**config.mk**
```make
export PLATFORM = sky130hd
export DESIGN_NAME = rbsi_div
export DESIGN_NICKNAME = d
export VERILOG_FILES = /design/src/sv/rbsi_pkg.sv /design/src/sv/rbsi_div.sv
export SDC_FILE = /design/constraint.sdc
export NUM_CORES = 2
export LEC_CHECK = 0
export BUFFER_PORTS_ARGS = -buffer_cell sky130_fd_sc_hd__buf_2
export CAP_MARGIN = 20
export CORE_MARGIN = 4
export CORE_UTILIZATION = 25
export CTS_CLUSTER_DIAMETER = 40
export DETAILED_ROUTE_END_ITERATION = 10
export HOLD_SLACK_MARGIN = 0.1
export PLACE_DENSITY_LB_ADDON = 0.2
export SETUP_SLACK_MARGIN = 0.15
export SYNTH_ARGS = -nofsm -noshare
export SYNTH_HDL_FRONTEND = slang
export SYNTH_SLANG_ARGS = --single-unit
```
**constraint.sdc**
```tcl
create_clock -name clk -period 21.9 [get_ports clk]
set_input_delay 3.285 -clock clk [delete_from_list [all_inputs] [get_ports clk]]
set_output_delay 3.285 -clock clk [all_outputs]
set_load 0.05 [all_outputs]
```
**src/sv/rbsi_pkg.sv**
```systemverilog
// Shared constants and types for the ray/box slab intersection core.
// No dependencies; imported by every module of the block.
`timescale 1ns / 1ps
`default_nettype none

package rbsi_pkg;

  localparam int FRAC_BITS_DEF = 14;

  // fixed field widths
  localparam int O_W = 24;   // origin, signed
  localparam int D_W = 16;   // direction, signed
  localparam int H_W = 23;   // half extent, unsigned
  localparam int T_W = 24;   // output distances, signed
  localparam int N_W = 2;    // normal components, signed

  // |numerator| of a slab distance fits in this many bits
  localparam int MAG_W = 24;

  // quotient bits resolved per divider stage
  localparam int DIV_BPS = 4;

  localparam int T_MAX_I = 8388607;
  localparam int T_MIN_I = -8388608;

  localparam logic signed [N_W-1:0] NRM_POS  = 2'sb01;
  localparam logic signed [N_W-1:0] NRM_NEG  = 2'sb11;
  localparam logic signed [N_W-1:0] NRM_ZERO = 2'sb00;

  // per-item control that travels beside the divider pipeline
  typedef struct packed {
    logic       valid;
    logic       miss;   // a zero direction axis with origin outside its slab
    logic [2:0] lim;    // axis sets a finite limit (direction nonzero)
    logic [2:0] dneg;   // direction negative
  } rbsi_side_t;

endpackage

`default_nettype wire

```
**src/sv/rbsi_div.sv**
```systemverilog
// Pipelined restoring divider: (mag << FRAC_BITS) / den, truncated, then signed.
// DIV_BPS quotient bits per stage plus one sign stage. Depends on rbsi_pkg.
`timescale 1ns / 1ps
`default_nettype none

module rbsi_div import rbsi_pkg::*; #(
  parameter int FRAC_BITS = FRAC_BITS_DEF
) (
  input  logic                          clk,
  input  logic [MAG_W-1:0]              mag,
  input  logic                          neg,
  input  logic [D_W-1:0]                den,
  output logic signed [MAG_W+FRAC_BITS:0] quot
);

  localparam int NW = MAG_W + FRAC_BITS;
  localparam int NS = (NW + DIV_BPS - 1) / DIV_BPS;
  localparam int PW = NS * DIV_BPS;

  logic [D_W-1:0] rem_r  [NS];
  logic [PW-1:0]  acc_r  [NS];
  logic [D_W-1:0] den_r  [NS];
  logic           neg_r  [NS];
  logic [D_W-1:0] rem_nxt[NS];
  logic [PW-1:0]  acc_nxt[NS];
  logic [D_W-1:0] den_nxt[NS];
  logic           neg_nxt[NS];
  logic signed [NW:0] quot_r;

  // acc holds the dividend bits still to shift in (top) and quotient bits (bottom)
  always_comb begin
    logic [D_W:0]   r;
    logic [D_W-1:0] rm;
    logic [PW-1:0]  a;
    logic [D_W-1:0] dv;
    for (int s = 0; s < NS; s++) begin
      if (s == 0) begin
        rm = '0;
        a  = PW'({mag, {FRAC_BITS{1'b0}}});
        dv = den;
        neg_nxt[s] = neg;
      end else begin
        rm = rem_r[s-1];
        a  = acc_r[s-1];
        dv = den_r[s-1];
        neg_nxt[s] = neg_r[s-1];
      end
      for (int b = 0; b < DIV_BPS; b++) begin
        r = {rm, a[PW-1]};
        a = {a[PW-2:0], 1'b0};
        if (r >= {1'b0, dv}) begin
          r    = r - {1'b0, dv};
          a[0] = 1'b1;
        end
        rm = r[D_W-1:0];
      end
      rem_nxt[s] = rm;
      acc_nxt[s] = a;
      den_nxt[s] = dv;
    end
  end

  always_ff @(posedge clk) begin
    for (int s = 0; s < NS; s++) begin
      rem_r[s] <= rem_nxt[s];
      acc_r[s] <= acc_nxt[s];
      den_r[s] <= den_nxt[s];
      neg_r[s] <= neg_nxt[s];
    end
    quot_r <= neg_r[NS-1] ? -$signed({1'b0, acc_r[NS-1][NW-1:0]})
                          :  $signed({1'b0, acc_r[NS-1][NW-1:0]});
  end

  assign quot = quot_r;

endmodule

`default_nettype wire

```
-- Word-level counts from Yosys, hierarchy flattened
Memory sizes are Yosys's and may differ from the RTL's.
Index checks and enable logic that the tools add are counted.
- flip-flop bits (word level): 39
- memory bits (writable): 730
- bits of input ports: 42
- output and inout port bits: 39
- logic and storage cells: 168
- memories kept: 4
- memories (memory ; words ; width ; read ports ; clocked after memory_dff ; write ports ; line ; text):
    acc_r ; 10 ; 40 ; 10 ; 0 ; 10 ; rbsi_div.sv:21 ; logic [PW-1:0] acc_r [NS];
    den_r ; 10 ; 16 ; 9 ; 0 ; 10 ; rbsi_div.sv:22 ; logic [D_W-1:0] den_r [NS];
    rem_r ; 10 ; 16 ; 9 ; 0 ; 10 ; rbsi_div.sv:20 ; logic [D_W-1:0] rem_r [NS];
    neg_r ; 10 ; 1 ; 10 ; 0 ; 10 ; rbsi_div.sv:23 ; logic neg_r [NS];
- add/sub/neg operators: 41
- $lt $le $gt $ge: 40
- muxes and demuxes: 81
- operators with widths (kind ; count):
    17-bit by 16-bit greater-or-equal comparator with 1-bit output ; 39
    16-bit 2-to-1 mux ; 40
    16-bit subtractor ; 39
    1-bit 2-to-1 mux ; 40
    38-bit negation with 39-bit output ; 1
    38-bit 2-to-1 mux ; 1
    1-bit by 16-bit greater-or-equal comparator with 1-bit output (first input constant) ; 1
    1-bit by 16-bit subtractor with 16-bit output (first input constant) ; 1

-- Depth between registers and ports, before layout
An unclocked memory read counts as a cell.
- depth in word-level cells: 9
- mapped depth: 52
- depth with buffers taken out: 46

-- Least setup slack after synthesis
OpenSTA, ideal clock, no wires.
- path kind: input port to flip-flop
- start: in den[1]
- end: mem rem_r[0][10]
- library setup time: 0.121 ns
- arrival: 12.057 ns
- setup slack: 9.722 ns
- stages: 39
- path through: inv_1 ha_1 nor4b_1 nand4_1 nor2_1 ha_1 nor2b_1 o31a_1 o21ai_0 a21oi_1 a31o_2 o21a_1 nor2b_1 clkbuf_1 nor2_1 ha_1 nor2b_1 o31a_1 [... 3 more ...] a41o_1 a31o_2 a21boi_0 clkbuf_1 mux2_2 ha_1 o21a_1 o21ai_0 a2111oi_0 o21ai_0 a21boi_0 o21a_1 nor2_1 o21ai_0 a221o_1 clkbuf_1 buf_1 mux2_2
- RTL lines (item ; line ; text):
    start: declaration ; rbsi_div.sv:12 ; input logic [D_W-1:0] den,
    end: declaration ; rbsi_div.sv:20 ;

==> impl_metrics.prom <==
# TYPE chip_impl_metric gauge
chip_impl_metric{name="finalHoldViolations",unit=""} 0
chip_impl_metric{name="synthToLayoutAreaGrowth",unit="%"} 16.45
chip_impl_metric{name="grt_first_pass_wirelength",unit="um"} 222300
chip_impl_metric{name="final_layout_size_suffix_gt1_frac",unit=""} 0.1221
chip_impl_info{name="synth_top_flop_cell",value="dfxtp_1"} 1
chip_impl_metric{name="synth_largest_type_area_fraction",unit=""} 0.2581
chip_impl_metric{name="timing.max_cap.violations",unit=""} 0
chip_impl_metric{name="seq_area_frac_synth",unit=""} 0.2581
chip_impl_info{name="clock-root-buffer",value="clkbuf_16"} 1
chip_impl_metric{name="final.setup.tns",unit="ns"} 0
chip_impl_metric{name="layout.core_utilization",unit=""} 0.2929
chip_impl_metric{name="post_synth_num_cell_types",unit=""} 94
chip_impl_metric{name="postCtsSetupBuffers",unit=""} 0
chip_impl_metric{name="cts_resized",unit=""} 0
chip_impl_metric{name="gr-usage-all-layers",unit=""} 0.1419
chip_impl_info{name="yosysMostFrequentCell",value="ha_1"} 1
chip_impl_metric{name="timing.fmax",unit="MHz"} 73.52
chip_impl_metric{name="setup_viol",unit=""} 0
chip_impl_metric{name="headroom_to_the_max_slew_limit",unit=""} 0.1835
chip_impl_metric{name="final_setup_skew",unit="ns"} 0.02710
chip_impl_metric{name="drt-pass1-iter-count",unit=""} 5
chip_impl_metric{name="placedCellCount",unit=""} 8015
chip_impl_metric{name="cts-root-to-sink-buffers",unit=""} 3
chip_impl_info{name="worst_path_max_delay_cell",value="a211oi_4"} 1
chip_impl_metric{name="ioPinCount",unit=""} 81
chip_impl_metric{name="n_fill_cell",unit=""} 19947
chip_impl_metric{name="row_count",unit=""} 159
chip_impl_info{name="crit_path_frequent_cell",value="o21ai_0"} 1
chip_impl_info{name="worst_path_dominant_cell_family",value="compound AO/OA/AOI/OAI gates"} 1
chip_impl_metric{name="core_area",unit="mm2"} 0.1878
chip_impl_metric{name="route.detailed.drc",unit=""} 0
chip_impl_info{name="post-synth-top-area-cell",value="dfxtp_1"} 1
chip_impl_metric{name="hpwl",unit="um"} 117900
chip_impl_metric{name="clk_pin_slew",unit="ns"} 0.06
chip_impl_metric{name="postCtsHoldBufs",unit=""} 0
chip_impl_info{name="critical_path_class",value="flop to flop"} 1
chip_impl_metric{name="drt.antenna.violating_nets",unit=""} 0
chip_impl_metric{name="worstSkewPairLatency",unit="ns"} 0.74
chip_impl_metric{name="drt-initial-drc-count",unit=""} 2268
chip_impl_metric{name="h-tree-depth",unit=""} 3
chip_impl_metric{name="worstPathRequired",unit="ns"} 22.52
chip_impl_metric{name="dieWidth",unit="um"} 442.7
chip_impl_metric{name="period_minus_slack",unit="ns"} 13.60
chip_impl_info{name="timing.critical_path.from_type",value="flop"} 1
chip_impl_metric{name="final_net_count",unit=""} 6329
chip_impl_metric{name="grt_start_max_net_pins",unit=""} 38
chip_impl_metric{name="period_share",unit=""} 0.6211
chip_impl_metric{name="worst-path-buf-inv",unit=""} 5
chip_impl_metric{name="ys_async_sr_fraction",unit=""} 0
chip_impl_metric{name="min_hold_slack",unit="ns"} 0.3166
chip_impl_metric{name="syn-mean-instance-area",unit="um2"} 8.606
chip_impl_metric{name="placement.io_buffers",unit=""} 80
chip_impl_info{name="worstHoldPathType",value="flop to flop"} 1
chip_impl_metric{name="synth_warnings",unit=""} 0
chip_impl_metric{name="die_h",unit="um"} 442.7
chip_impl_metric{name="number_of_enable_type_register_cells_in_the_synthesized_netlist",unit=""} 0
chip_impl_metric{name="vias_after_detailed_routing",unit=""} 40076
chip_impl_metric{name="cpPeakStageDelay",unit="ns"} 0.67
chip_impl_metric{name="wire_per_inst",unit="um"} 17.39
chip_impl_metric{name="synth_seq_cells",unit=""} 609
chip_impl_info{name="grt_setup_unrepaired",value="no"} 1
chip_impl_info{name="cts_tree",value="yes"} 1
chip_impl_metric{name="antenna_found_initial",unit=""} 5
chip_impl_metric{name="clkSinkCount",unit=""} 609
chip_impl_info{name="yosys-top-cells-area",value="dfxtp_1 (26%), ha_1 (16%), mux2_2 (6.9%)"} 1
chip_impl_metric{name="tritoncts.num_buffers",unit=""} 120
chip_impl_metric{name="globalRoute.totalOverflow",unit=""} 0
chip_impl_metric{name="stdcell_count",unit=""} 8247
chip_impl_info{name="synth.top_cells.by_count",value="ha_1 (616), dfxtp_1 (609), a21oi_1 (457), inv_1 (370), o21ai_0 (356)"} 1
chip_impl_metric{name="timing_max_transition_violations_final",unit=""} 0
chip_impl_metric{name="totalWireLength",unit="um"} 143400
chip_impl_info{name="critPathCaptureType",value="flop"} 1
chip_impl_metric{name="via_count_normalized_by_instance_count",unit=""} 4.859
chip_impl_metric{name="critical_path_peak_fanout",unit=""} 17
chip_impl_metric{name="netlist_area",unit="mm2"} 0.04724
chip_impl_metric{name="gpl.final_weighted_congestion",unit=""} 0.8558
chip_impl_info{name="run_status",value="finished, final reports clean"} 1
chip_impl_metric{name="initial_core_util",unit=""} 0.2515
chip_impl_metric{name="worst_max_slew_pin_slew",unit="ns"} 1.214
chip_impl_metric{name="fp.dieArea",unit="mm2"} 0.1960
chip_impl_metric{name="synthesis.instances",unit=""} 5489
chip_impl_metric{name="worst_path_arrival",unit="ns"} 14.23
chip_impl_metric{name="first_global_vias",unit=""} 38958
-- kinds of logic after synthesis --
kind of cell	synth area share
xor gates and xnor gates	0.08788
AOI/OAI and AO/OA	0.2184
adders and majority gates	0.1750
muxes	0.08007
DFF	0.2581
and+or+nand+nor	0.1429
buffers and inverters	0.03748
other	0.00007939
-- metrics by stage --
step	setup WS, ns	instance area [um2]
finish	8.299	55010
detailed placement	7.716	50660
global route	6.861	55000
CTS	8.245	54990
global placement	7.635	50660
floorplan	9.722	47260
-- metal layers --
layer | part of all wire | vias up | track usage | wire (um)
met5 | 0 | - | 0 | 0
met4 | 0.037 | 0 | 0.05426 | 5305
met3 | 0.035 | 202 | 0.01819 | 5013
met2 | 0.46 | 710 | 0.2389 | 66450
met1 | 0.46 | 18731 | 0.1845 | 66680
li1 | - | 20433 | - | -
-- cells in the final DEF, fill, tap and decap left out, types with 25 or more instances in the layout --
master / n
ha_1: 616
nor2_1: 336
a31oi_1: 41
inv_1: 370
o21bai_1: 64
mux2_2: 288
and3_1: 36
nand3_1: 106
o31ai_1: 42
a211o_1: 25
mux2i_1: 49
nor4_1: 33
nand2b_1: 66
or3_1: 45
nor2b_1: 92
a21oi_1: 457
and2_1: 27
o31a_1: 25
xnor2_1: 342
or2_2: 35
a21o_1: 159
dfxtp_1: 608
fa_1: 28
buf_2: 80
xor2_1: 132
buf_4: 28
nand2_1: 322
nor3_1: 121
clkbuf_16: 120
a211oi_1: 49
o21ai_0: 354
o21a_1: 121
nand4_1: 82
-- flip-flops by register name, summed over array words and instances (netlist names) --
| name | cells |
|---|---|
| acc_r | 272 |
| den_r | 144 |
| rem_r | 144 |
| quot | 39 |
| neg_r | 10 |
-- final cells by class --
type                    instances  area (um2)  share of cell area
inverters                     380        1429             0.02598
diodes                          2       5.005          0.00009099
repair buffers                108       610.6             0.01110
clock inverters                94        1197             0.02177
clock buffers                 135        3139             0.05707
multi-input cells            4424       33310              0.6056
flip-flops and latches        609       12190              0.2217
well taps                    2495        3122             0.05675
-- path summary, 6_finish.rpt --
path	startpoint	to	slack [ns]	cells after the start
worst max-delay path	den_r[0][1]	rem_r[1][15]	8.30	44
worst min-delay path	acc_r[3][2]	acc_r[4][6]	0.32	0
worst max register to register	den_r[0][1]	rem_r[1][15]	8.30	44
worst min register to register	acc_r[3][2]	acc_r[4][6]	0.32	0
Power is not shown: default switching activity piles up to over one toggle a cycle in this logic, so the estimate is an artifact.
