`src/sv/rbsi_pkg.sv`:
```
// Shared constants and types for the ray/box slab intersection core.
// No dependencies; imported by every module of the block.
`timescale 1ns / 1ps
`default_nettype none

package rbsi_pkg;

  localparam int FRAC_BITS_DEF = 14;

  // fixed field widths
  localparam int O_W = 24;   // origin, signed
  localparam int D_W = 16;   // direction, signed
  localparam int H_W = 23;   // half extent, unsigned
  localparam int T_W = 24;   // output distances, signed
  localparam int N_W = 2;    // normal components, signed

  // |numerator| of a slab distance fits in this many bits
  localparam int MAG_W = 24;

  // quotient bits resolved per divider stage
  localparam int DIV_BPS = 4;

  localparam int T_MAX_I = 8388607;
  localparam int T_MIN_I = -8388608;

  localparam logic signed [N_W-1:0] NRM_POS  = 2'sb01;
  localparam logic signed [N_W-1:0] NRM_NEG  = 2'sb11;
  localparam logic signed [N_W-1:0] NRM_ZERO = 2'sb00;

  // per-item control that travels beside the divider pipeline
  typedef struct packed {
    logic       valid;
    logic       miss;   // a zero direction axis with origin outside its slab
    logic [2:0] lim;    // axis sets a finite limit (direction nonzero)
    logic [2:0] dneg;   // direction negative
  } rbsi_side_t;

endpackage

`default_nettype wire

```
`src/sv/rbsi_prep.sv`:
```
// Input stage: slab numerators, their magnitudes and signs, and divisors.
// Depends on rbsi_pkg.
`timescale 1ns / 1ps
`default_nettype none

module rbsi_prep import rbsi_pkg::*; (
  input  logic                  clk,
  input  logic                  rst_n,
  input  logic                  accept,
  input  logic signed [O_W-1:0] org    [3],
  input  logic signed [D_W-1:0] dir    [3],
  input  logic        [H_W-1:0] half   [3],
  output rbsi_side_t            side_o,
  output logic      [MAG_W-1:0] mag_o  [6],
  output logic                  neg_o  [6],
  output logic        [D_W-1:0] den_o  [3]
);

  logic signed [MAG_W:0] o_e   [3];
  logic signed [MAG_W:0] h_e   [3];
  logic signed [MAG_W:0] n_in  [3];
  logic signed [MAG_W:0] n_out [3];
  logic [2:0]            dz;
  logic [2:0]            dpos;
  logic [2:0]            in_slab;

  logic [MAG_W-1:0] mag_nxt [6];
  logic             neg_nxt [6];
  logic [D_W-1:0]   den_nxt [3];
  logic [2:0]       dneg_nxt;
  logic             miss_nxt;

  logic             valid_r;
  logic             miss_r;
  logic [2:0]       lim_r;
  logic [2:0]       dneg_r;
  logic [MAG_W-1:0] mag_r [6];
  logic             neg_r [6];
  logic [D_W-1:0]   den_r [3];

  always_comb begin
    miss_nxt = 1'b0;
    for (int i = 0; i < 3; i++) begin
      o_e[i]      = (MAG_W+1)'(org[i]);
      h_e[i]      = (MAG_W+1)'($signed({1'b0, half[i]}));
      dz[i]       = (dir[i] == '0);
      dneg_nxt[i] = dir[i][D_W-1];
      dpos[i]     = !dz[i] && !dir[i][D_W-1];
      // entry/exit numerators for a positive or a negative direction
      n_in[i]     = dpos[i] ? (-o_e[i] - h_e[i]) : (o_e[i] - h_e[i]);
      n_out[i]    = dpos[i] ? (h_e[i] - o_e[i]) : (o_e[i] + h_e[i]);
      in_slab[i]  = (o_e[i] <= h_e[i]) && (-o_e[i] <= h_e[i]);
      if (dz[i] && !in_slab[i]) begin
        miss_nxt = 1'b1;
      end
      neg_nxt[2*i]   = n_in[i][MAG_W];
      mag_nxt[2*i]   = n_in[i][MAG_W] ? MAG_W'(-n_in[i]) : n_in[i][MAG_W-1:0];
      neg_nxt[2*i+1] = n_out[i][MAG_W];
      mag_nxt[2*i+1] = n_out[i][MAG_W] ? MAG_W'(-n_out[i]) : n_out[i][MAG_W-1:0];
      den_nxt[i]     = dir[i][D_W-1] ? D_W'(-dir[i]) : D_W'(dir[i]);
    end
  end

  always_ff @(posedge clk) begin
    if (!rst_n) begin
      valid_r <= 1'b0;
    end else begin
      valid_r <= accept;
    end
  end

  always_ff @(posedge clk) begin
    miss_r <= miss_nxt;
    lim_r  <= ~dz;
    dneg_r <= dneg_nxt;
    for (int k = 0; k < 6; k++) begin
      mag_r[k] <= mag_nxt[k];
      neg_r[k] <= neg_nxt[k];
    end
    for (int i = 0; i < 3; i++) begin
      den_r[i] <= den_nxt[i];
    end
  end

  assign side_o = '{valid: valid_r, miss: miss_r, lim: lim_r, dneg: dneg_r};
  assign mag_o  = mag_r;
  assign neg_o  = neg_r;
  assign den_o  = den_r;

endmodule

`default_nettype wire

```
`config.mk`:
```
export PLATFORM = sky130hd
export DESIGN_NAME = rbsi_prep
export DESIGN_NICKNAME = d
export VERILOG_FILES = /design/src/sv/rbsi_pkg.sv /design/src/sv/rbsi_prep.sv
export SDC_FILE = /design/constraint.sdc
export NUM_CORES = 1
export LEC_CHECK = 0
export CORE_MARGIN = 5
export CORE_UTILIZATION = 40
export DETAILED_ROUTE_END_ITERATION = 16
export DONT_BUFFER_PORTS = 1
export GPL_TIMING_DRIVEN = 0
export PLACE_DENSITY_LB_ADDON = 0.05
export SLEW_MARGIN = 30
export SYNTH_ARGS = -nofsm -noshare
export SYNTH_HDL_FRONTEND = slang
export SYNTH_SLANG_ARGS = --single-unit
```
`constraint.sdc`:
```
create_clock -name clk -period 8.09 [get_ports clk]
set_input_delay 1.618 -clock clk [delete_from_list [all_inputs] [get_ports clk]]
set_output_delay 1.618 -clock clk [all_outputs]
set_load 0.01 [all_outputs]
```
; Yosys cells after proc, flatten, opt, wreduce, memory -nomap -nowiden
; Index checks and enable logic that the tools add are counted.
[word_totals]
register_bits = 206
in_bits = 192
out_inout_bits = 206
wordCells = 91
[classes]
addsub = 24
order_cmp = 6
muxes = 16
bitwise_logic = 1
n_reduce_logical = 22
[ops]
columns = op, count
row1 = $mux 25, 6
row2 = $sub 24x24->25, 6
row3 = $mux 24, 6
row4 = $neg 24->24, 6
row5 = $add 24x24->25, 3
row6 = $le 25x24->1, 3
row7 = $neg 24->25, 3
row8 = $sub 25x24->25, 3
row9 = $le 24x24->1, 3
row10 = $logic_not 16->1, 3
row11 = $neg 16->16, 3
row12 = $mux 15, 3
row13 = $logic_and 1x1->1, 9
row14 = $logic_not 1->1, 9
row15 = $not 3->3, 1
row16 = $reduce_or 2->1, 1
row17 = $mux 1, 1

; Logic depth before layout (Yosys ltp)
; Gate-level depths: netlist of the first run.
[depth]
ltp_word = 6
ltp_mapped = 27
ltp_nobuf = 21

; Worst setup path before layout of the first run
; OpenSTA, ideal clock, no wires.
[synth_timing]
path_kind = input-to-reg
start = input port dir[37] (netlist name)
end = register mag_r (netlist bit mag_o[105])
setup_ns = 0.072
arrival_ns = 7.332
required_time_ns = 8.018
path_slack_ns = 0.686
stages = 22
path_buffers = 5
path_cell_list = or4_1 or4_1 nand2b_1 clkbuf_1 clkbuf_1 buf_1 clkbuf_1 mux2i_1 fa_1 a21o_1 a21o_1 a211o_1 a21oi_1 a221oi_1 a21oi_1 o21ai_0 mux2_2 nor3_2 inv_1 clkbuf_1 o31ai_1 xnor2_1
[synth_rtl]
columns = item, line
row1 = from (decl), rbsi_prep.sv:11  ; input logic signed [D_W-1:0] dir [3],
row2 = "to (signal, indexed assignment)", rbsi_prep.sv:77  ; mag_r[k] <= mag_nxt[k];
row3 = to (decl), rbsi_prep.sv:37  ; logic [MAG_W-1:0] mag_r [6];

==> reports/metrics.cfg, run 1 <==
[logic_synthesis]
synth-seq-area-share_pct=18.0
ys.flop_type=dfxtp_1
synth_nets=3381
syn_inst=2964
synth-seq-cells=203
synth_edf_count=0
async_reset_ff_share_pct=0
syn_area_mm2=0.0226
yosys_warnings=0
synth_cell_types=94
syn_avg_cell_area_um2=7.61

[sta]
period_needed_ps=7690
max_freq_mhz=130
hold_viol_final=0
setup-violations-final=0
slew_headroom_pct=33.1
setup_tns_ps=0
final_max_slew_viol_count=0
fin_crit_sh_pct=95.0
worst_slew_pin_slew_ps=994
rsz0062_at_grt=false

[hold_path]
min_path_type=input port to flop
min_path_cells=0
min_from=dir[32]
holdPathEnd=den_o[32]$_DFF_P_

[detailed_routing]
first_pass_iters=5
wl_per_cell_um=19.9
drcViolationCount=0
wl_um=75000
vias=21398
drtIter0Drc=1167
vias_per_cell=5.68
antenna_left=0

[run_status]
outcome=complete, no violations

[cells_and_area]
final_cell_mix=xnor2_1 (295), nor2_1 (246), nand2_1 (241), a21oi_1 (234), ha_1 (216)
synthToLayoutAreaGrowth_pct=8.78
drive_above_1_share_pct=4.88
antenna_cells=0
fin_util_pct=43.7
layout.nets=3408
final_cell_area_mm2=0.0245
layout_commonest_cell=xnor2_1

[cts]
h-tree-depth=1
clkTransAtPathRegs_ps=60
clkSinkCount=203
cts_hold_buf=0
clockBufferDepth=3
cts_tree=built
cts_inserted_buffers=27
cts_root_buffer=clkbuf_16

[die]
fp.dieW_um=247
dieHeight_um=247
ioPinCount=398
coreArea_mm2=0.0562
row_count=87
initial_utilization_pct=40.2
dieArea_mm2=0.0612

[critical_path]
start_kind=input port
crit_fanout=10
worstSetupEndpointType=flop
crit_required_ps=8570
arrival_ps=8160
path_class=input port to flop

[place]
placed_area_mm2=0.0235
port-buffer-count=0
dpl.hpwl_um=63500
routabilityCongestion=0.909

[power]
power_density_mw_per_mm2=200
peakVddDrop_uv=168
p_leak_uw=0.0102

[global_route]
grt_max_degree=20
grt_use_total_pct=23.0
antenna_found_initial=2
first_global_vias=20443
grt-ovfl-total=0
grt_pass1_wl_um=114000

[flow_run]
drv_cap=0

cells in the mapped netlist (29+ instances only):
cell type	count	area [um2]
a211oi_1	31	233
a21o_1	82	616
a21oi_1	234	1170
a31oi_1	42	263
and3_1	29	181
clkbuf_1	69	259
dfxtp_1	203	4060
ha_1	216	2700
inv_1	163	612
mux2i_1	34	340
nand2_1	241	905
nand2b_1	35	219
nand3_1	58	290
nor2_1	246	923
nor2b_1	36	225
nor3_1	75	375
o21a_1	36	270
o21ai_0	144	721
o21bai_1	30	225
o31ai_1	41	308
or3_1	56	350
xnor2_1	295	2580
xor2_1	157	1380
worst max-delay path by stage:
stage	startpoint	to	cells past startpoint
after global placement	dir[32]	mag_o[119]$_DFF_P_	26
after CTS	dir[4]	mag_o[23]$_DFF_P_	21
after detailed placement	dir[32]	mag_o[119]$_DFF_P_	26
after floorplan	dir[37]	mag_o[105]$_DFF_P_	22
final	dir[21]	mag_o[63]$_DFF_P_	23
after global routing	dir[21]	mag_o[61]$_DFF_P_	23
through the flow:
| stage | std cells | hold WS [ps] | setup WS (ps) | total power, uW |
|---|---|---|---|---|
| after CTS | 3769 | 1020 | 11.3 | 4940 |
| after global placement | 3720 | 1650 | -2220 | 3650 |
| after global routing | 3768 | 1020 | 18.7 | 5250 |
| final | 3768 | 1060 | 405 | 4900 |
| after detailed placement | 3720 | 1650 | -2300 | 3660 |
| after floorplan | 2964 | 1650 | 686 | 3140 |
worst max-delay path: stages:
cell	delay, ps
or4_1	530
or2_1	250
or3_1	310
clkbuf_1	170
o21ai_2	550
clkbuf_2	420
clkbuf_1	540
nand2_1	130
xor2_1	180
ha_1	260
clkbuf_1	190
a21o_1	220
a21oi_1	230
a21o_1	240
a211o_1	190
a21oi_1	110
o31ai_1	410
o21bai_1	160
or3_1	360
and3_1	330
buf_2	290
a21oi_1	190
xor2_1	260
timing repair:
| item | CTS | global route |
|---|---|---|
| setup buffers | 2 | 2 |
| pin swaps | 2 | 1 |
| setup endpoints to repair | 72 | 50 |
| gates resized for setup | 17 | 14 |
cell type report:
| class | instances | area (um2) |
|---|---|---|
| clock buffers | 36 | 759 |
| flip-flops and latches | 203 | 4060 |
| repair buffers | 4 | 42.5 |
| fillers | 5823 | 31600 |
| clock inverters | 14 | 170 |
| well taps | 756 | 946 |
| multi-input cells | 2507 | 17600 |
| plain buffers | 84 | 374 |
| inverters | 164 | 616 |
flip-flops by register name, summed over array words and instances (netlist names):
signal / count
miss_r: 1
dneg_r: 3
mag_o: 141
den_o: 48
neg_o: 6
valid_r: 1
lim_r: 3
report_power, final:
group          internal, uW  switching, uW  total [uW]
clock                   735            499        1230
sequential             1330            345        1670
combinational           823           1170        1990
cell families after synthesis:
family	synth area share (%)
compound gates	24.2
fa+ha+maj	12.8
flops	18.0
mux	1.76
buf+inv	4.40
xor+xnor	17.5
simple gates	21.3
layer usage:
layer	wire [um]	GRT usage, %
met1	33300	30.4
met2	33400	38.0
met3	6140	5.36
met4	2100	6.14
met5	0	0
(Power assumes the default switching activity.)
==> run 2, diff against run 1 <==
==> constraint.sdc (replaced) <==
create_clock -name clk -period 8.09 [get_ports clk]
set_input_delay 1.618 -clock clk [delete_from_list [all_inputs] [get_ports clk]]
set_output_delay 1.618 -clock clk [all_outputs]
set_load 0.1 [all_outputs]
==> reports/metrics.cfg, run 2 (synthesis results as in run 1) <==
[run_status]
outcome=complete, no violations  ; unchanged

[cells_and_area]
layout_commonest_cell=xnor2_1  ; unchanged
final_cell_mix=xnor2_1 (295), nor2_1 (246), nand2_1 (241), a21oi_1 (233), ha_1 (216)  ; was xnor2_1 (295), nor2_1 (246), nand2_1 (241), a21oi_1 (234), ha_1 (216)
drive_above_1_share_pct=5.29  ; was 4.88%
fin_util_pct=43.6  ; was 43.7%
regArea_mm2=0.00409  ; was 0.00406 mm2
layout.nets=3408  ; unchanged
synthToLayoutAreaGrowth_pct=8.68  ; was 8.78%
nFillCells=5857  ; was 5823
largest_reg_flops=141  ; unchanged
multi_input_area_mm2=0.0176  ; about the same

[global_route]
grt_pass1_wl_um=115000  ; was 114000 um
antenna_found_initial=1  ; was 2
grt_max_degree=20  ; unchanged
grt_use_total_pct=23.2  ; was 23.0%
grt-ovfl-total=0  ; unchanged
first_global_vias=20648  ; was 20443

[cts]
cts_inserted_buffers=27  ; unchanged
clockBufferDepth=3  ; unchanged
cts_tree=built  ; unchanged
clkSinkCount=203  ; unchanged
h-tree-depth=1  ; unchanged
cts_root_buffer=clkbuf_16  ; unchanged
cts_hold_buf=0  ; unchanged
clkTransAtPathRegs_ps=60  ; about the same

[sta]
fin_crit_sh_pct=95.6  ; was 95.0%
whs_ps=1060  ; about the same
period_needed_ps=7730  ; was 7690 ps
hold_viol_final=0  ; unchanged
rsz0062_at_grt=false  ; unchanged
slew_headroom_pct=30.6  ; was 33.1%
final_max_slew_viol_count=0  ; unchanged
setup-violations-final=0  ; unchanged
max_freq_mhz=129  ; was 130 MHz
worst_slew_pin_slew_ps=1040  ; was 994 ps

[critical_path]
start_kind=input port  ; unchanged
arrival_ps=8190  ; was 8160 ps
crit_required_ps=8550  ; was 8570 ps
worstSetupEndpointType=flop  ; unchanged
path_class=input port to flop  ; unchanged
crit_fanout=19  ; was 10

[die]
initial_utilization_pct=40.2  ; unchanged
fp.dieW_um=247  ; unchanged
row_count=87  ; unchanged
ioPinCount=398  ; unchanged
coreArea_mm2=0.0562  ; unchanged
dieArea_mm2=0.0612  ; unchanged
dieHeight_um=247  ; unchanged

[detailed_routing]
vias=21279  ; was 21398
wl_um=74800  ; was 75000 um
drtIter0Drc=1178  ; was 1167
antenna_left=0  ; unchanged
vias_per_cell=5.65  ; was 5.68
drcViolationCount=0  ; unchanged
wl_per_cell_um=19.9  ; about the same
first_pass_iters=5  ; unchanged

[place]
dpl.hpwl_um=63500  ; about the same
routabilityCongestion=0.909  ; unchanged
port-buffer-count=0  ; unchanged

[flow_run]
drv_cap=0  ; unchanged

[power]
power_density_mw_per_mm2=287  ; was 200 mW/mm2
p_leak_uw=0.0102  ; about the same
peakVddDrop_uv=345  ; was 168 uV

[hold_path]
min_path_type=input port to flop  ; unchanged

[run 2: cell count changes in the layout (fill, tap and decap cells not counted), moves of 2 or more]
cell and delta:
clkbuf_8 -2, clkinv_4 -2, dfxtp_1 -21, dfxtp_2 +21
inv_6 -2, clkbuf_1 +3
[run 2: worst max-delay path, cell delays in order]
cell and delay, ps:
or4_1 620, or4_1 610, nand2b_1 110, clkbuf_1 390
clkbuf_2 360, buf_2 510, mux2i_1 230, fa_1 460
a21o_1 190, a21o_1 200, a211o_1 360, a21oi_1 270
a221oi_2 170, a21oi_1 320, o21ai_0 230, mux2_2 300
nor3_4 50, buf_12 130, inv_1 240, clkbuf_1 440
o31ai_1 180, xnor2_1 160
[run 2: final cells by class]
class | count | share of cell area, %
Antenna cell | 1 | 0.0102
Buffer | 84 | 1.53
Clock buffer | 35 | 3.00
Clock inverter | 9 | 0.607
Inverter | 164 | 2.51
Multi-Input combinational cell | 2507 | 71.6
Sequential cell | 203 | 16.7
Tap cell | 756 | 3.86
Timing Repair Buffer | 4 | 0.174
[run 2: path summary, 6_finish.rpt]
kind                 from                 end  slack, ps  cells after the start
hold / removal    dir[16]   den_o[16]$_DFF_P_       1060                      0
setup / recovery  dir[37]  mag_o[119]$_DFF_P_        360                     22
[run 2: what timing repair did]
item	in CTS	in global routing
endpoints found under the hold margin	0	0
gates resized for setup	16	14
pin swaps	2	0
buffers inserted	4	0
setup endpoints to repair	72	50
cloned	0	0
[run 2: layer usage]
metal,vias up,track usage [%],wire length (um)
met5,-,0,0
met4,0,7.15,2490
met3,111,5.06,6000
met2,629,37.9,33200
met1,9802,30.6,33000
li1,10737,-,-
[run 2: metrics by stage]
step | setup WS [ps] | setup TNS, ps | instances | cell area [um2] | power [uW]
final | 355 | 0 | 3763 | 24500 | 7040
after global routing | 36.0 | 0 | 3762 | 24500 | 7400
after CTS | 58.4 | 0 | 3765 | 24500 | 7100
after detailed placement | -2220 | -96670 | 3720 | 23500 | 5830
after global placement | -2220 | -96720 | 3720 | 23500 | 5800
after floorplan | 686 | 0 | 2964 | 22600 | 5300
[run 2: power by group]
group          switching (uW)  internal, uW  total (uW)  leakage [uW]
logic                    1180           822        2000       0.00802
registers                2500          1330        3840       0.00171
clock network             469           734        1200      0.000430
