`src/sv/rbsi_pkg.sv`:
```
// Shared constants and types for the ray/box slab intersection core.
// No dependencies; imported by every module of the block.
`timescale 1ns / 1ps
`default_nettype none

package rbsi_pkg;

  localparam int FRAC_BITS_DEF = 14;

  // fixed field widths
  localparam int O_W = 24;   // origin, signed
  localparam int D_W = 16;   // direction, signed
  localparam int H_W = 23;   // half extent, unsigned
  localparam int T_W = 24;   // output distances, signed
  localparam int N_W = 2;    // normal components, signed

  // |numerator| of a slab distance fits in this many bits
  localparam int MAG_W = 24;

  // quotient bits resolved per divider stage
  localparam int DIV_BPS = 4;

  localparam int T_MAX_I = 8388607;
  localparam int T_MIN_I = -8388608;

  localparam logic signed [N_W-1:0] NRM_POS  = 2'sb01;
  localparam logic signed [N_W-1:0] NRM_NEG  = 2'sb11;
  localparam logic signed [N_W-1:0] NRM_ZERO = 2'sb00;

  // per-item control that travels beside the divider pipeline
  typedef struct packed {
    logic       valid;
    logic       miss;   // a zero direction axis with origin outside its slab
    logic [2:0] lim;    // axis sets a finite limit (direction nonzero)
    logic [2:0] dneg;   // direction negative
  } rbsi_side_t;

endpackage

`default_nettype wire

```
`src/sv/rbsi_resolve.sv`:
```
// Back end: pairwise compares, near/far selection, hit test, saturation, normal.
// Three register stages. Depends on rbsi_pkg.
`timescale 1ns / 1ps
`default_nettype none

module rbsi_resolve import rbsi_pkg::*; #(
  parameter int FRAC_BITS = FRAC_BITS_DEF
) (
  input  logic                             clk,
  input  logic                             rst_n,
  input  rbsi_side_t                       side_i,
  input  logic signed [MAG_W+FRAC_BITS:0]  t1 [3],
  input  logic signed [MAG_W+FRAC_BITS:0]  t2 [3],
  output logic                             valid_o,
  output logic                             hit_o,
  output logic signed [T_W-1:0]            t_near_o,
  output logic signed [T_W-1:0]            t_far_o,
  output logic signed [N_W-1:0]            nrm_o [3]
);

  localparam int W = MAG_W + FRAC_BITS + 1;
  localparam logic signed [W-1:0]   SAT_HI = W'(T_MAX_I);
  localparam logic signed [W-1:0]   SAT_LO = W'(T_MIN_I);
  localparam logic signed [T_W-1:0] T_HI   = T_W'(T_MAX_I);
  localparam logic signed [T_W-1:0] T_LO   = T_W'(T_MIN_I);
  localparam int                    M1_I   = -(2 ** FRAC_BITS);
  localparam logic signed [T_W-1:0] T_M1   = T_W'(M1_I);

  // stage A: pairwise compares, an unlimited axis counts as infinite
  logic [2:0]        gt_nxt [3];
  logic [2:0]        lt_nxt [3];
  rbsi_side_t        sa_side_r;
  logic signed [W-1:0] t1_r [3];
  logic signed [W-1:0] t2_r [3];
  logic [2:0]        gt_r [3];
  logic [2:0]        lt_r [3];

  always_comb begin
    for (int i = 0; i < 3; i++) begin
      for (int j = 0; j < 3; j++) begin
        gt_nxt[i][j] = (i != j) && side_i.lim[i] && (!side_i.lim[j] || (t1[i] > t1[j]));
        lt_nxt[i][j] = (i != j) && side_i.lim[i] && (!side_i.lim[j] || (t2[i] < t2[j]));
      end
    end
  end

  // stage B: select near/far, entry face
  logic [1:0]          sn0;
  logic [1:0]          sn;
  logic [1:0]          sf0;
  logic [1:0]          sf;
  logic signed [N_W-1:0] nrm_nxt [3];
  rbsi_side_t          sb_side_r;
  logic signed [W-1:0] tn_r;
  logic signed [W-1:0] tf_r;
  logic                tn_inf_r;
  logic                tf_inf_r;
  logic signed [N_W-1:0] nrm_r [3];

  always_comb begin
    sn0 = gt_r[1][0] ? 2'd1 : 2'd0;
    sn  = gt_r[2][sn0] ? 2'd2 : sn0;
    sf0 = lt_r[1][0] ? 2'd1 : 2'd0;
    sf  = lt_r[2][sf0] ? 2'd2 : sf0;
    for (int i = 0; i < 3; i++) begin
      // strictly greater than both others
      if ((gt_r[i] | 3'(1 << i)) == 3'b111) begin
        nrm_nxt[i] = sa_side_r.dneg[i] ? NRM_POS : NRM_NEG;
      end else begin
        nrm_nxt[i] = NRM_ZERO;
      end
    end
  end

  // stage C: hit test and saturation
  logic                miss_c;
  logic signed [T_W-1:0] tn_c;
  logic signed [T_W-1:0] tf_c;
  logic                valid_r;
  logic                hit_r;
  logic signed [T_W-1:0] t_near_r;
  logic signed [T_W-1:0] t_far_r;
  logic signed [N_W-1:0] nrm_out_r [3];

  always_comb begin
    miss_c = sb_side_r.miss
           || (!tn_inf_r && !tf_inf_r && (tn_r > tf_r))
           || (!tf_inf_r && (tf_r < 0));
    if (tn_inf_r || (tn_r < SAT_LO)) begin
      tn_c = T_LO;
    end else if (tn_r > SAT_HI) begin
      tn_c = T_HI;
    end else begin
      tn_c = tn_r[T_W-1:0];
    end
    if (tf_inf_r || (tf_r > SAT_HI)) begin
      tf_c = T_HI;
    end else if (tf_r < SAT_LO) begin
      tf_c = T_LO;
    end else begin
      tf_c = tf_r[T_W-1:0];
    end
  end

  always_ff @(posedge clk) begin
    if (!rst_n) begin
      sa_side_r <= '0;
      sb_side_r <= '0;
      valid_r   <= 1'b0;
    end else begin
      sa_side_r <= side_i;
      sb_side_r <= sa_side_r;
      valid_r   <= sb_side_r.valid;
    end
  end

  always_ff @(posedge clk) begin
    for (int i = 0; i < 3; i++) begin
      t1_r[i]      <= t1[i];
      t2_r[i]      <= t2[i];
      gt_r[i]      <= gt_nxt[i];
      lt_r[i]      <= lt_nxt[i];
      nrm_r[i]     <= nrm_nxt[i];
      nrm_out_r[i] <= miss_c ? NRM_ZERO : nrm_r[i];
    end
    tn_r     <= t1_r[sn];
    tf_r     <= t2_r[sf];
    tn_inf_r <= !sa_side_r.lim[sn];
    tf_inf_r <= !sa_side_r.lim[sf];
    hit_r    <= !miss_c;
    t_near_r <= miss_c ? T_M1 : tn_c;
    t_far_r  <= miss_c ? T_M1 : tf_c;
  end

  assign valid_o  = valid_r;
  assign hit_o    = hit_r;
  assign t_near_o = t_near_r;
  assign t_far_o  = t_far_r;
  assign nrm_o    = nrm_out_r;

endmodule

`default_nettype wire

```
`config.mk`:
```
export PLATFORM = sky130hd
export DESIGN_NAME = rbsi_resolve
export DESIGN_NICKNAME = d
export VERILOG_FILES = /design/src/sv/rbsi_pkg.sv /design/src/sv/rbsi_resolve.sv
export SDC_FILE = /design/constraint.sdc
export NUM_CORES = 1
export LEC_CHECK = 0
export BUFFER_PORTS_ARGS = -buffer_cell sky130_fd_sc_hd__buf_2
export CAP_MARGIN = 20
export CORE_MARGIN = 1
export CORE_UTILIZATION = 51
export DETAILED_ROUTE_END_ITERATION = 7
export PLACE_DENSITY = 0.78
export SLEW_MARGIN = 20
export SYNTH_ARGS = -nofsm -noshare
export SYNTH_HDL_FRONTEND = slang
export SYNTH_SLANG_ARGS = --single-unit
```
`constraint.sdc`:
```
create_clock -name clk -period 2.6 [get_ports clk]
set_input_delay 0.39 -clock clk [delete_from_list [all_inputs] [get_ports clk]]
set_output_delay 0.39 -clock clk [all_outputs]
set_load 0.02 [all_outputs]
```
After elaboration in Yosys (flattened, before gate mapping)
Memory sizes are Yosys's and may differ from the RTL's. A register that Yosys moved wholly into a read port is not among the register bits.
Index checks and enable logic that the tools add are counted.
{"block": "totals", "regBits": 62, "ram_bits": 258, "in_bits": 244, "out_inout_bits": 56, "n_memories": 5, "word_cells": 107}
{"memory": "t1_r", "words": 3, "word_bits": 39, "rd": 1, "rd_ports_with_merged_regs": 1, "write_ports": 3, "line": "rbsi_resolve.sv:33", "source": "logic signed [W-1:0] t1_r [3];"}
{"memory": "t2_r", "words": 3, "word_bits": 39, "rd": 1, "rd_ports_with_merged_regs": 1, "write_ports": 3, "line": "rbsi_resolve.sv:34", "source": "logic signed [W-1:0] t2_r [3];"}
{"memory": "gt_r", "words": 3, "word_bits": 3, "rd": 3, "rd_ports_with_merged_regs": 0, "write_ports": 3, "line": "rbsi_resolve.sv:35", "source": "logic [2:0] gt_r [3];"}
{"memory": "lt_r", "words": 3, "word_bits": 3, "rd": 2, "rd_ports_with_merged_regs": 0, "write_ports": 3, "line": "rbsi_resolve.sv:36", "source": "logic [2:0] lt_r [3];"}
{"memory": "nrm_r", "words": 3, "word_bits": 2, "rd": 3, "rd_ports_with_merged_regs": 3, "write_ports": 3, "line": "rbsi_resolve.sv:58", "source": "logic signed [N_W-1:0] nrm_r [3];"}
{"block": "classes", "muxes": 22, "order_cmp": 22, "reduce_logical": 41, "n_eq_ne": 3}
{"cell": "> comparator 39 bit", "count": 7}
{"cell": "< comparator 39 bit", "count": 6}
{"cell": "> comparator 39 x 24 -> 1 bit (second input constant)", "count": 2}
{"cell": "< comparator 39 x 24 -> 1 bit (second input constant)", "count": 2}
{"cell": "two-way mux 24 bit", "count": 3}
{"cell": "< comparator 39 x 1 -> 1 bit (second input constant)", "count": 1}
{"cell": "two-way mux 23 bit", "count": 1}
{"cell": "logical OR 1 bit", "count": 16}
{"cell": "two-way mux 2 bit", "count": 8}
{"cell": "logical AND 1 bit", "count": 15}
{"cell": "binary-select mux 1 bit (select 2 bit)", "count": 4}
{"cell": "zero test 1 bit", "count": 8}
{"cell": "equality test 2 bit (second input constant)", "count": 3}
{"cell": "< comparator 1 x 3 -> 1 bit (second input constant)", "count": 2}
{"cell": "< comparator 2 x 3 -> 1 bit (second input constant)", "count": 2}
{"cell": "two-way mux 1 bit", "count": 6}
{"cell": "OR reduction 2 bit", "count": 2}

Longest topological paths before layout
Gate-level depths: netlist of the first run.
An unclocked memory read counts as a cell.
{"block": "logic_depth", "ltp_word": 8, "ltp_mapped": 12, "mapped_depth_nobuf": 9}

Worst setup path before layout of the first run
No wires, ideal clock.
{"block": "synth_path", "kind": "reg-to-reg", "start": "register tf_r[38], read port of t2_r", "end": "register t_near_r[19] (netlist: t_near_o[19])", "period_less_slack_ns": 2.588, "setup_slack_ns": 0.012, "setup_time_ns": 0.127, "stages_incl_launch_ff": 12, "t_arrival_ns": 2.461, "n_path_buf": 2, "required_ns": 2.473, "path_cell_list": "dfxtp_1 > inv_1 > ha_1 > nand3_1 > or3_1 > nand4b_4 > nor4bb_1 > a21o_1 > a211o_1 > buf_6 > buf_6 > or3_1"}
{"block": "synth_via", "elab_chain_cells": 4, "elab_cells_between_ends": 6, "cone_classes": "order compare (2); reduce/logical (4)"}
{"element": "start: declaration", "line": "rbsi_resolve.sv:55", "source": "logic signed [W-1:0] tf_r;"}
{"element": "> comparator 39 bit", "line": "rbsi_resolve.sv:87", "source": "|| (!tn_inf_r && !tf_inf_r && (tn_r > tf_r))"}
{"element": "logical AND 1 bit", "line": "rbsi_resolve.sv:87"}
{"element": "logical OR 1 bit", "line": "rbsi_resolve.sv:87"}
{"element": "logical OR 1 bit *", "line": "rbsi_resolve.sv:88", "source": "|| (!tf_inf_r && (tf_r < 0));"}
{"element": "end signal: assignment", "line": "rbsi_resolve.sv:131", "source": "t_near_r <= miss_c ? T_M1 : tn_c;"}
{"element": "end: declaration", "line": "rbsi_resolve.sv:81", "source": "logic signed [T_W-1:0] t_near_r;"}
Every way passes the cells marked *; elsewhere a longest branch is shown, timed or not.
A chain may end at the register's enable or synchronous reset.

Final worst setup path of the first run
{"block": "layout_path", "start": "register tn_r[26], read port of t1_r", "end": "register t_near_r[12] (netlist: t_near_o[12])"}
{"block": "layout_via", "elab_chain_cells": 5, "elab_cells_between_ends": 9, "cone_classes": "order compare (3); mux (1); reduce/logical (5)"}
{"element": "start: declaration", "line": "rbsi_resolve.sv:54", "source": "logic signed [W-1:0] tn_r;"}
{"element": "> comparator 39 bit", "line": "rbsi_resolve.sv:87"}
{"element": "logical AND 1 bit", "line": "rbsi_resolve.sv:87"}
{"element": "logical OR 1 bit", "line": "rbsi_resolve.sv:87"}
{"element": "logical OR 1 bit", "line": "rbsi_resolve.sv:88"}
{"element": "OR reduction 2 bit (no line)"}
Parallel ways exist; a longest one is shown, timed or not.

==> flow_summary.ini, run 1 <==
[finish]
utilization = 0.701
total_area_of_multi_input_combinational_cells_um2 = 8810
fillerInstances = 2443
layoutNonFillerInstCount = 2710
sequential_cell_area_um2 = 7930
drive_gt1_frac = 0.231
syn_to_final_growth_pct = 33.7
final_net_count = 2755
num_antenna_cells = 0

[sta]
min_period_over_period = 1.07
tns_ns = -4.71
timing.clock.skew_ns = 0.0142
min_period_ns = 2.78
grt_setup_unrepaired = yes
worstMarginPinSlew_ns = 1.20
finalHoldViolCount = 0
fmaxAchievable_mhz = 360
finalSetupViolCount = 48
post-route-worst-setup-slack_ns = -0.177
slew_violations = 0
relSlewSlack = 0.201

[run_status]
violated_checks = negative setup slack
status = complete, but fails checks

[cts]
tritoncts = done
cts_max_level = 2
clk_pin_slew_worst_paths_ns = 0.06
ctsLongestPathBuffers = 3
cts-root-buf = clkbuf_16
clock_insertion_delay_worst_skew_ns = 0.53
cts_buffers = 41
clock_sink_count = 395

[yosys]
synth_seq_cells = 395
yosysSeqAreaShare = 0.459
synth_top_cell_area_share = 0.459
syn_inst = 1728
mappedNetlistNets = 2242
synthDominantAreaCellType = dfxtp_1
async_flop_share = 0
most_area_consuming_cells_after_synthesis = dfxtp_1, ha_1, a21oi_1, mux2i_1, inv_1
most_frequently_used_flop_master_after_synthesis = dfxtp_1
synthesis.yosys.warnings = 0
ys_types = 55
syn-cell-area_um2 = 17200
synthesis.area_per_instance_um2 = 9.98
synth_enable_flop_cells = 0

[power_and_ir_drop]
clockPowerShare = 0.346
power_report.internal_total_mw = 11.8
irDropWorstVdd_mv = 0.507
seq_power_share = 0.425
p_sw_mw = 4.73
total_power_mw = 16.5
power-per-cell-area_nw_per_um2 = 716
pwr-share-comb = 0.229
cellLeakagePower_nw = 11.7
p_sw_frac = 0.286

[min_path]
timing.hold.worst_endpoint = t2_r[1][19]
worst_hold_path.num_cells = 1
hold_path_startpoint = t2[58]
min-delay-path-class = in2reg

[route]
drt-total-wl_um = 50500
vias_per_cell = 5.44
wl_met2_um = 24600
route.vias.total = 14800
maxUsedRoutingLayer = met4
drt_iter0_drc = 884
detail_route.first_pass.iterations = 5
post_drt_wl_per_cell_um = 18.6
postRouteAntennaNets = 0
met3RoutedLength_um = 2760
drc_errors_left = 0
route.layer.met1.wl_um = 20700

[worst_setup_path]
critical_path.endpoint_type = flop
reg2reg_from = tn_r[26]
ff2ff_path_depth = 10
r2r_slack_ns = -0.18
data_required_time_at_the_worst_endpoint_ns = 3.01
rr_endpoint = t_near_o[12]
criticalPathCategory = reg2reg
critical_path_peak_fanout = 11
startpoint_type = flop
cp_data_arrival_time_ns = 3.19

[global_routing]
grt_remaining_overflow = 0
grt_antenna_before_repair = 1
grt_start_max_net_pins = 56
via_count_of_the_first_global_routing_pass = 14800
grt_pass1_wl_um = 75400
global_route_usage_sum = 0.282

[floorplan]
fp.dieArea_um2 = 34500
chipHeight_um = 186
floorplan.initialDensity = 0.525
floorplan.core_area_um2 = 32900
die_width_um = 186
io-pin-count = 300
placement_rows = 66

[place]
total_instance_count_after_detailed_placement = 2483
detailedPlacementHpwl_um = 36000
place_congestion = 0.942
detailedPlace.worstSlack_ns = -0.201
port_buffers = 299

[job]
cap_viol_max_count = 0
-- registers in the layout (all words and copies together) (netlist names), 3 cells and up --
name       cells
t1_r         117
t2_r         117
tf_r          39
tn_r          39
t_far_o       24
t_near_o      24
sa_side_r      8
gt_r           6
nrm_o          6
nrm_r          6
lt_r           3
-- worst max path at each step --
| stage | startpoint | cells after the start | end |
|---|---|---|---|
| floorplan | tf_r[38] | 11 | t_near_o[19] |
| global placement | t1[16] | 10 | gt_r[0][7] |
| detailed placement | t1[16] | 10 | gt_r[0][7] |
| CTS | tf_r[19] | 11 | t_far_o[20] |
| global route | tf_r[17] | 12 | t_far_o[6] |
| finish | tn_r[26] | 10 | t_near_o[12] |
-- logic make-up after synthesis --
| kind of cell | Yosys count | share of synthesized area |
|---|---|---|
| adders and majority gates | 270 | 0.196 |
| AOI/OAI and AO/OA | 340 | 0.124 |
| muxes | 80 | 0.0465 |
| and+or+nand+nor | 393 | 0.118 |
| DFF | 395 | 0.459 |
| buffers and inverters | 250 | 0.0566 |
-- power groups by stage --
stage               Sequential, mW  Clock, mW  Combinational (mW)
floorplan                     7.20          0                1.70
global placement              7.07          0                2.96
detailed placement            7.08          0                3.07
CTS                           6.99       5.75                3.55
global route                  7.06       6.05                4.14
finish                        7.02       5.71                3.77
-- layout make-up --
type / instances / share of cell area
clock buffer: 56 / 0.0514
clock inverter: 14 / 0.00602
multi-input combinational: 1083 / 0.382
tap: 442 / 0.0240
sequential: 395 / 0.344
timing repair buffer: 519 / 0.160
inverter: 201 / 0.0327
-- layout by cell type (no fill, tap or decap), types with 20 or more instances in the layout --
cell type      instances
o21ai_0               25
dlygate4sd3_1        149
mux2i_1               79
nand4_1               55
inv_1                194
nor2_1               139
buf_4                 60
nand3_1               20
ha_1                 252
a21o_1                69
dfxtp_1              377
nor4_1                22
nand2_1               34
nor3_1                21
clkbuf_16             43
a21oi_1              171
buf_2                299
-- Yosys cell counts, types with 8 or more instances --
cell type and n:
nor2_1 139, buf_1 8, nand2_1 35, and4_1 8
ha_1 270, or3_1 14, nor3_1 27, and2_1 15
a21o_1 69, dfxtp_1 395, nand2b_1 9, nor4_1 31
o21ai_0 31, nor2b_1 12, a2111o_1 10, a21oi_1 171
clkbuf_1 36, nand3_1 21, mux2i_1 79, inv_1 201
nand4_1 55
-- routing by layer --
layer / vias up / global-route usage
met5: - / 0
met4: 0 / 0.134
met3: 148 / 0.0438
met2: 585 / 0.493
met1: 6896 / 0.336
li1: 7121 / -
-- critical path: stages, from the launching register on --
cell	delay, ns
dfxtp_1	0.36
ha_1	0.36
a21oi_1	0.17
o21ai_1	0.10
a221oi_2	0.32
o211ai_1	0.17
a21o_1	0.23
a211o_4	0.32
buf_6	0.16
buf_16	0.14
nor4_2	0.32
-- per-stage QoR --
| stage | hold slack (ns) | cell area, um^2 |
|---|---|---|
| after floorplan | 0.367 | 17200 |
| after global placement | 0.374 | 19600 |
| after detailed placement | 0.378 | 19600 |
| after CTS | 0.0000170 | 22800 |
| after global routing | -0.000000888 | 23100 |
| final | 0.00459 | 23100 |
-- timing repair --
action                                  CTS  global route
pin swaps                                17             9
buffers inserted                          3             1
endpoints found under the hold margin   140             9
hold buffers                            140             9
resized for setup                        52            45
endpoints found under the setup margin   41            62
cloned                                    4             0
Power figures use the tool's default switching activity.
==> run 2, diff against run 1 <==
--- a/config.mk
+++ b/config.mk
@@ -11,6 +11,7 @@
 export CORE_UTILIZATION = 51
 export DETAILED_ROUTE_END_ITERATION = 7
 export PLACE_DENSITY = 0.78
+export SETUP_SLACK_MARGIN = 0.5
 export SLEW_MARGIN = 20
 export SYNTH_ARGS = -nofsm -noshare
 export SYNTH_HDL_FRONTEND = slang
==> run 2 against run 1 <==
The run still ends with negative setup slack left. Cell area rose by 3.3%. Utilization up 2.3 points. Hold slack gained 0.0091 ns. Worst setup slack improved by 0.068 ns. Non-clock buffer count grew 35. Final cell count up 1.7%. Critical path type unchanged. Largest power group unchanged.
==> flow_summary.ini, run 2 (synthesis results as in run 1) <==
[finish]
mostFrequentLayoutCell = dfxtp_1
layoutNonFillerInstCount = 2757
stdcell_area_um2 = 23800
utilization = 0.724
final_net_count = 2791
syn_to_final_growth_pct = 38.1
layout.cells.most_common_list = dfxtp_1, buf_2, ha_1
biggest_registers_after_layout = t1_r: 117 flops, t2_r: 117 flops
fillerInstances = 2332
drive_gt1_frac = 0.231

[place]
port_buffers = 299
dpl-instance-area_um2 = 19500
place_congestion = 0.937
detailedPlacementHpwl_um = 35400
total_instance_count_after_detailed_placement = 2454

[route]
wl_met2_um = 24800
vias_per_cell = 5.50
detail_route.first_pass.iterations = 5
postRouteAntennaNets = 0
route.layer.met1.wl_um = 20700
maxUsedRoutingLayer = met4
post_drt_wl_per_cell_um = 18.7
route.vias.total = 15200
drt-total-wl_um = 51600
met3RoutedLength_um = 3090
drt_iter0_drc = 811
drc_errors_left = 0

[floorplan]
placement_rows = 66
floorplan.initialDensity = 0.525
die_width_um = 186
io-pin-count = 300
floorplan.core_area_um2 = 32900
fp.dieArea_um2 = 34500
chipHeight_um = 186

[min_path]
hold_path_startpoint = t1[46]
worst_hold_path.num_cells = 1
timing.hold.worst_endpoint = t1_r[1][7]
min-delay-path-class = in2reg

[sta]
post-route-worst-setup-slack_ns = -0.109
relSlewSlack = 0.169
timing.clock.skew_ns = 0.0177
tns_ns = -2.36
min_period_over_period = 1.04
grt_setup_unrepaired = yes
slew_violations = 0
finalHoldViolCount = 0
fmaxAchievable_mhz = 369
worstMarginPinSlew_ns = 1.25
min_period_ns = 2.71
finalSetupViolCount = 46

[job]
cap_viol_max_count = 0

[worst_setup_path]
rr_endpoint = t_near_o[7]
critical_path.endpoint_type = flop
r2r_slack_ns = -0.11
reg2reg_from = tf_r[11]
data_required_time_at_the_worst_endpoint_ns = 3.01
critical_path.slowest_cell = a211o_4
criticalPathCategory = reg2reg
cp_data_arrival_time_ns = 3.12
critical_path.max_stage_delay_ns = 0.37
count_of_buffer_and_inverter_cells_on_the_critical_path = 3
critical_path_peak_fanout = 6
ff2ff_path_depth = 11
critical_path.top_delay_family = simple AND/OR/NAND/NOR gates
crit_chain = inv_1, ha_1, and4_4, and4bb_2, nand4b_4, nor4bb_4, a21o_1, a211o_4, buf_12, buf_16, nor4_1
startpoint_type = flop

[cts]
ctsLongestPathBuffers = 3
clock_insertion_delay_worst_skew_ns = 0.54
tritoncts = done
cts-root-buf = clkbuf_16
cts_max_level = 2
clock_sink_count = 395
clk_pin_slew_worst_paths_ns = 0.06
cts_buffers = 42

[global_routing]
grt_antenna_before_repair = 3
grt_start_max_net_pins = 56
grt_remaining_overflow = 0
global_route_usage_sum = 0.290
grt_pass1_wl_um = 77600
via_count_of_the_first_global_routing_pass = 15200

[run_status]
violated_checks = negative setup slack
status = complete, but fails checks

[power_and_ir_drop]
total_power_mw = 17.0
power-per-cell-area_nw_per_um2 = 716
irDropWorstVdd_mv = 0.524
cellLeakagePower_nw = 12.0
run 2: cell count changes in the layout (fill, tap and decap cells not counted), moves of 3 or more:
cell | previous run | this run
nor4_2 | 8 | 11
diode_2 | 0 | 4
bufinv_16 | 2 | 5
dlygate4sd3_1 | 149 | 208
buf_4 | 60 | 36
a31oi_2 | 0 | 3
clkinv_2 | 6 | 12
buf_8 | 0 | 3
a31oi_1 | 4 | 0
nor4_1 | 22 | 19
buf_2 | 299 | 296
run 2: power by group:
group	switching [mW]	internal, mW	leakage [nW]
clock network	2.46	3.75	0.724
registers	0.320	6.67	3.32
logic	2.08	1.75	7.96
run 2: what timing repair did:
action,4_1_cts,5_1_grt
resized for setup,24,78
cloned,3,2
pin swaps,1,24
endpoints found under the hold margin,205,3
hold buffers,205,3
setup endpoints to repair,57,61
setup buffers,1,7
run 2: cell type report:
| cell class | count | area, um^2 | share of cell area |
|---|---|---|---|
| antenna | 4 | 10.0 | 0.000420 |
| sequential | 395 | 7930 | 0.333 |
| tap | 442 | 553 | 0.0232 |
| multi-input combinational | 1083 | 8960 | 0.376 |
| clock inverter | 22 | 267 | 0.0112 |
| clock buffer | 56 | 1190 | 0.0502 |
| timing repair buffer | 554 | 4120 | 0.173 |
| inverter | 201 | 772 | 0.0324 |
run 2: worst max-delay path by stage:
| stage | startpoint | to | depth (start not counted) |
|---|---|---|---|
| finish | tf_r[11] | t_near_o[7] | 11 |
| global route | tf_r[38] | t_near_o[15] | 10 |
| CTS | tf_r[22] | t_near_o[17] | 10 |
| detailed placement | t1[56] | gt_r[0][5] | 10 |
| global placement | t1[56] | gt_r[0][5] | 10 |
| floorplan | tf_r[32] | t_near_o[19] | 11 |
run 2: worst register-to-register path, delay by kind of cell (launching register included):
family / cells / cell delay, ns
buffers and inverters: 3 / 0.36
adders and majority gates: 1 / 0.29
DFF: 1 / 0.34
AOI/OAI and AO/OA: 2 / 0.54
and+or+nand+nor: 5 / 1.06
run 2: stage by stage:
stage	hold slack, ns	setup WS (ns)
global route	0.000312	-0.175
detailed placement	0.372	-0.248
finish	0.0137	-0.109
CTS	0.0000333	-0.0439
global placement	0.372	-0.0641
floorplan	0.367	0.150
run 2: routing by layer:
| layer | up-vias | global-route usage |
|---|---|---|
| li1 | 7219 | - |
| met2 | 665 | 0.509 |
| met4 | 0 | 0.155 |
| met1 | 7070 | 0.341 |
| met3 | 199 | 0.0419 |
| met5 | - | 0 |
